--- config.mk ---
export PLATFORM = sky130hd
export DESIGN_NAME = positional_list_store
export DESIGN_NICKNAME = d
export VERILOG_FILES = /design/src/rtl/pls_pkg.sv /design/src/rtl/positional_list_store.sv /design/src/rtl/pls_ctrl.sv /design/src/rtl/pls_dp.sv
export SDC_FILE = /design/constraint.sdc
export NUM_CORES = 2
export LEC_CHECK = 0
export ABC_AREA = 1
export ABC_CLOCK_PERIOD_IN_PS = 5500
export BUFFER_PORTS_ARGS = -buffer_cell sky130_fd_sc_hd__buf_2
export CORE_UTILIZATION = 50
export DETAILED_ROUTE_END_ITERATION = 8
export PLACE_DENSITY = 0.66
export SLEW_MARGIN = 40
export SYNTH_ARGS = -nofsm -noshare
export SYNTH_HDL_FRONTEND = slang
export SYNTH_SLANG_ARGS = --single-unit
--- constraint.sdc ---
create_clock -name clk -period 5.5 [get_ports clk]
set_clock_uncertainty 0.15 [all_clocks]
set_input_delay 1.1 -clock clk [delete_from_list [all_inputs] [get_ports clk]]
set_output_delay 1.1 -clock clk [all_outputs]
set_load 0.05 [all_outputs]
--- src/rtl/pls_pkg.sv ---
// ----------------------------------------------------------------------------
// pls_pkg
// Shared types and constants for the positional list store: action and
// status codes, controller states and the command/status bundles.
// ----------------------------------------------------------------------------
`default_nettype none

package pls_pkg;

    // Field widths of one word
    localparam int DATA_W      = 32;
    localparam int POS_W       = 5;
    localparam int CNT_OUT_W   = 5;
    localparam int ACT_W       = 3;
    localparam int STAT_W      = 2;
    localparam int TDATA_W     = 40;

    // Most words emitted by one read-all
    localparam int MAX_RESULTS = 16;

    typedef enum logic [ACT_W-1:0] {
        ACT_INS_END   = 3'd0,
        ACT_INS_BEGIN = 3'd1,
        ACT_INS_POS   = 3'd2,
        ACT_DEL_END   = 3'd3,
        ACT_DEL_BEGIN = 3'd4,
        ACT_DEL_POS   = 3'd5,
        ACT_READ_ALL  = 3'd6
    } action_t;

    typedef enum logic [STAT_W-1:0] {
        ST_OK      = 2'd0,
        ST_EMPTY   = 2'd1,
        ST_INVALID = 2'd2,
        ST_FULL    = 2'd3
    } status_t;

    typedef enum logic {
        S_IDLE = 1'b0,
        S_READ = 1'b1
    } state_t;

    // Controller to datapath
    typedef struct packed {
        logic op_exec;   // apply the accepted action and load its result
        logic rd_clear;  // start a read-all pass
        logic rd_step;   // rotate the list by one cell and advance the index
        logic rd_load;   // load the head cell into the output register
    } pls_cmd_t;

    // Datapath to controller
    typedef struct packed {
        logic out_free;    // output register can take a word this cycle
        logic count_zero;  // list is empty
        logic rd_emit;     // current read index still produces a word
        logic rd_done;     // current read index is the last cell
    } pls_stat_t;

endpackage : pls_pkg

`default_nettype wire

--- src/rtl/positional_list_store.sv ---
// Non-read word: the result is loaded into the output register at the accepting edge;
// with a free output the next word can be taken in the following cycle.
// Read-all: a setup step clears the read index, then count rotation steps of one cell
// each; min(count, 16) words come out, the first once the controller is in its read
// state, then one word per cycle; output stalls hold the rotation. One word is in work at a time.
// Reset clears controller state, count and output valid; the cells are not reset.
// ----------------------------------------------------------------------------
// positional_list_store
// Ordered list of up to DEPTH signed 32-bit values with positional insert,
// delete and in-order read-out, on stream ports.
// ----------------------------------------------------------------------------
`default_nettype none

module positional_list_store #(
    parameter int DEPTH = 16
) (
    input  wire logic                           clk,
    input  wire logic                           rst_n,
    input  wire logic                           s_axis_tvalid,
    output logic                                s_axis_tready,
    // [31:0] value, [36:32] position, [39:37] zero
    input  wire logic [pls_pkg::TDATA_W-1:0]    s_axis_tdata,
    // [2:0] action
    input  wire logic [pls_pkg::ACT_W-1:0]      s_axis_tuser,
    output logic                                m_axis_tvalid,
    input  wire logic                           m_axis_tready,
    // [31:0] item_value, [36:32] entry_count, [39:37] zero
    output logic [pls_pkg::TDATA_W-1:0]         m_axis_tdata,
    // [1:0] status
    output logic [pls_pkg::STAT_W-1:0]          m_axis_tuser,
    output logic                                m_axis_tlast
);
    import pls_pkg::*;

    pls_cmd_t  ctl_cmd;
    pls_stat_t dp_stat;
    action_t   act;

    assign act = action_t'(s_axis_tuser);

    pls_ctrl u_ctrl (
        .clk           (clk),
        .rst_n         (rst_n),
        .s_axis_tvalid (s_axis_tvalid),
        .s_axis_tready (s_axis_tready),
        .act           (act),
        .stat          (dp_stat),
        .cmd           (ctl_cmd)
    );

    pls_dp #(
        .DEPTH (DEPTH)
    ) u_dp (
        .clk           (clk),
        .rst_n         (rst_n),
        .cmd           (ctl_cmd),
        .stat          (dp_stat),
        .act           (act),
        .in_value      (s_axis_tdata[DATA_W-1:0]),
        .in_position   (s_axis_tdata[DATA_W+POS_W-1:DATA_W]),
        .m_axis_tvalid (m_axis_tvalid),
        .m_axis_tready (m_axis_tready),
        .m_axis_tdata  (m_axis_tdata),
        .m_axis_tuser  (m_axis_tuser),
        .m_axis_tlast  (m_axis_tlast)
    );

`ifndef NO_ASSERTIONS
    // Input is never taken while a read-all rotation runs
    a_no_accept_in_read: assert property (@(posedge clk) disable iff (!rst_n)
        ctl_cmd.rd_step |-> !s_axis_tready)
        else $error("input accepted during read-all");

    // At most one datapath action per cycle
    a_one_action: assert property (@(posedge clk) disable iff (!rst_n)
        $onehot0({ctl_cmd.op_exec, ctl_cmd.rd_clear, ctl_cmd.rd_step}))
        else $error("conflicting datapath commands");

    // Error results are single words with a zero value
    a_error_single: assert property (@(posedge clk) disable iff (!rst_n)
        (m_axis_tvalid && (m_axis_tuser != ST_OK)) |->
        (m_axis_tlast && (m_axis_tdata[DATA_W-1:0] == '0)))
        else $error("error result not a single zero word");

    // A full report carries the full count
    a_full_count: assert property (@(posedge clk) disable iff (!rst_n)
        (m_axis_tvalid && (m_axis_tuser == ST_FULL)) |->
        (m_axis_tdata[DATA_W+CNT_OUT_W-1:DATA_W] == CNT_OUT_W'(DEPTH)))
        else $error("full status with wrong count");
`endif

endmodule : positional_list_store

`default_nettype wire

--- src/rtl/pls_ctrl.sv ---
// ----------------------------------------------------------------------------
// pls_ctrl
// Controller of the positional list store: accepts one word at a time and
// sequences the read-all rotation.
// ----------------------------------------------------------------------------
`default_nettype none

module pls_ctrl (
    input  wire logic              clk,
    input  wire logic              rst_n,
    input  wire logic              s_axis_tvalid,
    output logic                   s_axis_tready,
    input  wire pls_pkg::action_t  act,
    input  wire pls_pkg::pls_stat_t stat,
    output pls_pkg::pls_cmd_t      cmd
);
    import pls_pkg::*;

    state_t state_reg;
    state_t state_next;
    logic   accept;

    assign accept = (state_reg == S_IDLE) && s_axis_tvalid && stat.out_free;

    // Advance state
    always_ff @(posedge clk or negedge rst_n)
    begin
        if (!rst_n)
        begin
            state_reg <= S_IDLE;
        end
        else
        begin
            state_reg <= state_next;
        end
    end

    // Next state
    always_comb
    begin
        state_next = state_reg;
        unique case (state_reg)
            S_IDLE:
            begin
                if (accept && (act == ACT_READ_ALL) && !stat.count_zero)
                begin
                    state_next = S_READ;
                end
            end
            S_READ:
            begin
                if (stat.rd_done && (!stat.rd_emit || stat.out_free))
                begin
                    state_next = S_IDLE;
                end
            end
            default: state_next = S_IDLE;
        endcase
    end

    // Outputs
    always_comb
    begin
        cmd           = '0;
        s_axis_tready = 1'b0;
        unique case (state_reg)
            S_IDLE:
            begin
                s_axis_tready = stat.out_free;
                if (accept)
                begin
                    if ((act == ACT_READ_ALL) && !stat.count_zero)
                    begin
                        cmd.rd_clear = 1'b1;
                    end
                    else
                    begin
                        cmd.op_exec = 1'b1;
                    end
                end
            end
            S_READ:
            begin
                // Past the last emitted word step on; else hold while the output word is still waiting
                if (!stat.rd_emit)
                begin
                    cmd.rd_step = 1'b1;
                end
                else if (stat.out_free)
                begin
                    cmd.rd_step = 1'b1;
                    cmd.rd_load = 1'b1;
                end
            end
            default:
            begin
                cmd = '0;
            end
        endcase
    end

endmodule : pls_ctrl

`default_nettype wire

--- src/rtl/pls_dp.sv ---
// ----------------------------------------------------------------------------
// pls_dp
// Datapath of the positional list store: a row of shifting cells, the
// element count, the read index and the output register.
// ----------------------------------------------------------------------------
`default_nettype none

module pls_dp #(
    parameter int DEPTH = 16
) (
    input  wire logic                             clk,
    input  wire logic                             rst_n,
    input  wire pls_pkg::pls_cmd_t                cmd,
    output pls_pkg::pls_stat_t                    stat,
    input  wire pls_pkg::action_t                 act,
    input  wire logic [pls_pkg::DATA_W-1:0]       in_value,
    input  wire logic [pls_pkg::POS_W-1:0]        in_position,
    output logic                                  m_axis_tvalid,
    input  wire logic                             m_axis_tready,
    output logic [pls_pkg::TDATA_W-1:0]           m_axis_tdata,
    output logic [pls_pkg::STAT_W-1:0]            m_axis_tuser,
    output logic                                  m_axis_tlast
);
    import pls_pkg::*;

    localparam int CW = $clog2(DEPTH + 1);
    localparam int W  = ((CW > POS_W) ? CW : POS_W) + 1;
    localparam logic [W-1:0] ONE_W   = W'(1);
    localparam logic [W-1:0] DEPTH_W = W'(DEPTH);
    localparam logic [W-1:0] MAX_W   = W'(MAX_RESULTS);

    logic [DATA_W-1:0]    cell_reg  [DEPTH];
    logic [DATA_W-1:0]    cell_next [DEPTH];
    logic [CW-1:0]        count_reg;
    logic [CW-1:0]        count_next;
    logic [CW-1:0]        rd_idx_reg;
    logic [CW-1:0]        rd_idx_next;

    logic                 out_valid_reg;
    logic [STAT_W-1:0]    out_status_reg;
    logic [DATA_W-1:0]    out_value_reg;
    logic [CNT_OUT_W-1:0] out_count_reg;
    logic                 out_last_reg;

    logic [W-1:0]         cnt_w;
    logic [W-1:0]         pos_w;
    logic [W-1:0]         rd_w;
    logic [W-1:0]         k_w;
    logic                 full;
    logic                 empty;
    logic                 do_ins;
    logic                 do_del;
    status_t              op_status;
    logic                 rd_last;

    assign cnt_w = W'(count_reg);
    assign pos_w = W'(in_position);
    assign rd_w  = W'(rd_idx_reg);
    assign full  = (cnt_w == DEPTH_W);
    assign empty = (cnt_w == '0);

    // Decode the action: status, target cell and list change
    always_comb
    begin
        op_status = ST_OK;
        k_w       = '0;
        do_ins    = 1'b0;
        do_del    = 1'b0;
        unique case (act)
            ACT_INS_END, ACT_INS_BEGIN:
            begin
                k_w       = (act == ACT_INS_END) ? cnt_w : '0;
                op_status = full ? ST_FULL : ST_OK;
                do_ins    = !full;
            end
            ACT_INS_POS:
            begin
                k_w = pos_w - ONE_W;
                if ((pos_w == '0) || (pos_w > cnt_w + ONE_W))
                begin
                    op_status = ST_INVALID;
                end
                else
                begin
                    op_status = full ? ST_FULL : ST_OK;
                    do_ins    = !full;
                end
            end
            ACT_DEL_END, ACT_DEL_BEGIN:
            begin
                k_w       = (act == ACT_DEL_END) ? (cnt_w - ONE_W) : '0;
                op_status = empty ? ST_EMPTY : ST_OK;
                do_del    = !empty;
            end
            ACT_DEL_POS:
            begin
                k_w = pos_w - ONE_W;
                if ((pos_w == '0) || (pos_w > cnt_w))
                begin
                    op_status = ST_INVALID;
                end
                else
                begin
                    do_del = 1'b1;
                end
            end
            ACT_READ_ALL:
            begin
                // Reaches here only for an empty list
                op_status = ST_EMPTY;
            end
            default:
            begin
                op_status = ST_OK;
            end
        endcase
    end

    // Per-cell shift and rotate selection
    for (genvar g = 0; g < DEPTH; g++)
    begin : g_cell
        localparam int PREV = (g == 0) ? 0 : g - 1;
        localparam int NEXT = (g == DEPTH - 1) ? g : g + 1;
        localparam logic [W-1:0] G_W = W'(g);

        always_comb
        begin
            cell_next[g] = cell_reg[g];
            priority if (cmd.op_exec && do_ins && (G_W == k_w))
            begin
                cell_next[g] = in_value;
            end
            else if (cmd.op_exec && do_ins && (G_W > k_w))
            begin
                cell_next[g] = cell_reg[PREV];
            end
            else if (cmd.op_exec && do_del && (G_W >= k_w))
            begin
                cell_next[g] = cell_reg[NEXT];
            end
            else if (cmd.rd_step && (G_W == cnt_w - ONE_W))
            begin
                cell_next[g] = cell_reg[0];
            end
            else if (cmd.rd_step && (G_W < cnt_w - ONE_W))
            begin
                cell_next[g] = cell_reg[NEXT];
            end
        end
    end

    // Hold the cells; contents are defined only once written
    always_ff @(posedge clk)
    begin
        for (int i = 0; i < DEPTH; i++)
        begin
            cell_reg[i] <= cell_next[i];
        end
    end

    // Count and read index
    always_comb
    begin
        count_next = count_reg;
        if (cmd.op_exec && do_ins)
        begin
            count_next = count_reg + CW'(1);
        end
        else if (cmd.op_exec && do_del)
        begin
            count_next = count_reg - CW'(1);
        end

        rd_idx_next = rd_idx_reg;
        if (cmd.rd_clear)
        begin
            rd_idx_next = '0;
        end
        else if (cmd.rd_step)
        begin
            rd_idx_next = rd_idx_reg + CW'(1);
        end
    end

    always_ff @(posedge clk or negedge rst_n)
    begin
        if (!rst_n)
        begin
            count_reg  <= '0;
            rd_idx_reg <= '0;
        end
        else
        begin
            count_reg  <= count_next;
            rd_idx_reg <= rd_idx_next;
        end
    end

    // Status back to the controller
    assign rd_last         = (rd_w == cnt_w - ONE_W) || (rd_w == MAX_W - ONE_W);
    assign stat.out_free   = !out_valid_reg || m_axis_tready;
    assign stat.count_zero = empty;
    assign stat.rd_emit    = (rd_w < MAX_W);
    assign stat.rd_done    = (rd_w == cnt_w - ONE_W);

    // Output valid
    always_ff @(posedge clk or negedge rst_n)
    begin
        if (!rst_n)
        begin
            out_valid_reg <= 1'b0;
        end
        else if (cmd.op_exec || cmd.rd_load)
        begin
            out_valid_reg <= 1'b1;
        end
        else if (m_axis_tready)
        begin
            out_valid_reg <= 1'b0;
        end
    end

    // Output payload
    always_ff @(posedge clk)
    begin
        if (cmd.op_exec)
        begin
            out_status_reg <= op_status;
            out_value_reg  <= '0;
            out_count_reg  <= CNT_OUT_W'(count_next);
            out_last_reg   <= 1'b1;
        end
        else if (cmd.rd_load)
        begin
            out_status_reg <= ST_OK;
            out_value_reg  <= cell_reg[0];
            out_count_reg  <= CNT_OUT_W'(count_reg);
            out_last_reg   <= rd_last;
        end
    end

    assign m_axis_tvalid = out_valid_reg;
    assign m_axis_tdata  = {{(TDATA_W - DATA_W - CNT_OUT_W){1'b0}}, out_count_reg,
                            out_value_reg};
    assign m_axis_tuser  = out_status_reg;
    assign m_axis_tlast  = out_last_reg;

endmodule : pls_dp

`default_nettype wire

==> run_results.csv <==
group,metric,value,unit
critical_path,crit_fanout,33,
synth,synth_edf_count,519,
critical_path,worst_setup_path_start_kind,"flop",
sta,slew-limit-headroom,0.442,
placed_design,io_buffers,85,
floorplan,die_area,74900,um^2
floorplan,die_w,274,um
run,drv_cap,0,
final_layout,syn2layout_area_growth,7.77,%
synth,netlist_area,36900,um^2
global_routing,grt_max_degree,106,
final_layout,nets,5231,
drt,vias,34000,
clock_network,numCtsBuffers,67,
clock_network,ctsResizeCount,0,
sta,worst_slew_pin_slew,0.837,ns
global_routing,gr-total-overflow,0,
floorplan,row_count,99,
final_layout,layout_common_cells,"2276 x nand2_1, 652 x nand3_1, 541 x inv_1, 519 x edfxtp_1, 460 x o21ai_0",
pwr,p_per_area,620,nW/um^2
final_layout,drive_gt1_frac,0.0679,
global_routing,antenna_found_initial,2,
drt,wl_per_cell,19.2,um
synth,synth_cell_types,37,
floorplan,coreArea,73000,um^2
drt,drt_iter0_drc,4245,
critical_path,crit_type,"flop to flop",
drt,drc,0,
sta,hold_viol,0,
final_layout,fin_cells,6172,
clock_network,root_buffer,"clkbuf_16",
drt,post_drt_via_cell_ratio,5.51,
floorplan,initial_core_util,0.506,
placed_design,dp_hpwl,77.9,mm
clock_network,cts_setup_buffers,0,
floorplan,pin_count,92,
floorplan,chipHeight,274,um
critical_path,slowest_delay,0.73,ns
clock_network,tritoncts,"built",
sta,rsz0062_at_grt,"no",
clock_network,clk_pin_slew,0.06,ns
synth,yosys_warnings,0,
critical_path,worstSetupEndpointType,"flop",
synth,yosysSeqAreaShare,0.448,
sta,fmax,0.204,GHz
sta,timing.final.max_slew_violations,0,
pwr,p_leak,19.1,nW
final_layout,largest_reg_flops,512,
critical_path,reg2regPathDepth,18,
synth,synth-main-ff-cell,"edfxtp_1",
sta,setup_viol,0,
synth,yosys_register_bits,564,
clock_network,clk_latency,0.62,ns
clock_network,cts.hold.buffers_added,0,
clock_network,clk_path_buf_depth,3,
global_routing,grt_pass1_vias,30800,
placed_design,place_congestion,0.960,
sta,setup-tns-final,0,ns
synth,syn_area_per_cell,6.92,um^2
critical_path,path_cells,"inv_2 -> ha_1 -> inv_2 -> ha_1 -> nand2_1 -> nand2_1 -> nand2_1 -> nand2_1 -> nand2_1 -> nand2_1 -> nand2_1 -> nand2_1 -> a21oi_4 -> buf_4 -> nand2_1 -> buf_4 -> nand4_1 -> buf_4",
drt,dr.pass1.iters,6,
global_routing,grt_usage,0.311,
worst_hold_path,hold_class,"input pin to async pin",
final_layout,final_common_cell,"nand2_1",
critical_path,arrival,4.99,ns
clock_network,clock-sinks,564,
synth,async_reset_ff_frac,0.0213,
pwr,ir_worst_vdd,0.472,mV
critical_path,crit_top_cell,"nand2_1",
run_status,outcome,"finished, final reports clean",
synth,syn_inst,5334,
placed_design,place_inst,6055,
drt,drtAntennaViolNets,0,
drt,routed_wl,118,mm
clock_network,htreeDepth,3,
critical_path,crit_required,5.60,ns
sta,fin_crit_sh,0.890,
global_routing,grt_pass1_wl,182,mm
sta,post-route-min-period,4.89,ns
critical_path,crit_slowest_cell,"dfrtp_1",
final timing paths:
check                                                     from                             endpoint  slack [ns]
setup / recovery                   u_dp.count_reg[0]$_DFF_PN0_       u_dp.cell_reg[2][20]$_DFFE_PP_        0.61
hold / removal                                           rst_n          u_dp.count_reg[3]$_DFF_PN0_        0.22
setup reg to reg                   u_dp.count_reg[0]$_DFF_PN0_       u_dp.cell_reg[2][20]$_DFFE_PP_        0.61
hold reg to reg            u_dp.out_value_reg[25]$_SDFFE_PP0P_  u_dp.out_value_reg[25]$_SDFFE_PP0P_        0.30
max in group asynchronous                                rst_n       u_dp.rd_idx_reg[4]$_DFFE_PN0P_        4.75
min in group clk           u_dp.out_value_reg[25]$_SDFFE_PP0P_  u_dp.out_value_reg[25]$_SDFFE_PP0P_        0.30
metal layers:
| metal | wire length (um) | vias up | GRT usage |
|---|---|---|---|
| li1 | - | 16700 | - |
| met1 | 53500 | 15400 | 0.463 |
| met2 | 50400 | 1727 | 0.468 |
| met3 | 12000 | 183 | 0.0512 |
| met4 | 2330 | 0 | 0.0798 |
| met5 | 0 | - | 0 |
power by group:
group	switching, mW	internal (mW)
Sequential	1.34	8.31
Clock	1.86	2.56
Combinational	7.61	3.00
Total	10.8	13.9
synthesized netlist by cell type (all sizes together), types with 19 or more instances:
cell	count	area (um^2)
ha	19	238
o21ai	474	2370
nand3b	62	465
inv	563	2110
dfxtp	33	661
buf	131	669
edfxtp	519	15600
nand2	2289	8600
a21oi	76	395
clkbuf	291	1090
a22oi	33	248
nand3	659	3330
nor2	125	519
layout make-up:
| cell class | count | area (um^2) |
|---|---|---|
| fill | 6970 | 33200 |
| multi-input combinational | 3786 | 16600 |
| sequential | 564 | 16500 |
| inverter | 564 | 2120 |
| clock buffer | 97 | 1950 |
| tap | 959 | 1200 |
| timing repair buffer | 182 | 1180 |
| clock inverter | 17 | 164 |
| antenna | 3 | 7.51 |
critical path, delay by kind of cell, from the launching register on:
kind,cells,cell delay (ns)
buffers and inverters,5,1.41
AND/OR/NAND/NOR,10,0.78
adder cells (fa/ha/maj),2,0.87
flip-flops,1,0.73
AO/OA/AOI/OAI,1,0.54
kinds of logic (layout without fill, tap and decap cells):
group / after synthesis / count (layout) / share of synthesized area
and+or+nand+nor: 3158 / 3158 / 0.354
buffers and inverters: 986 / 860 / 0.105
AOI/OAI and AO/OA: 596 / 596 / 0.0841
DFF: 564 / 564 / 0.448
adders and majority gates: 19 / 19 / 0.00644
xor gates and xnor gates: 10 / 10 / 0.00237
other: 1 / 6 / 0.000102
through the flow:
step / setup slack (ns) / util / power, mW / cell area, um^2 / hold WS [ns]
3_5_place_dp: 0.738 / 0.516 / 20.0 / 37700 / 0.291
3_3_place_gp: 0.832 / 0.516 / 19.7 / 37600 / 0.292
6_report: 0.607 / 0.545 / 24.7 / 39800 / 0.218
2_1_floorplan: 0.960 / - / 16.7 / 36900 / 0.318
5_1_grt: 0.367 / 0.545 / 26.3 / 39800 / 0.237
4_1_cts: 0.714 / 0.545 / 24.4 / 39800 / 0.200
Note: power is estimated with default switching activity, not from simulation.
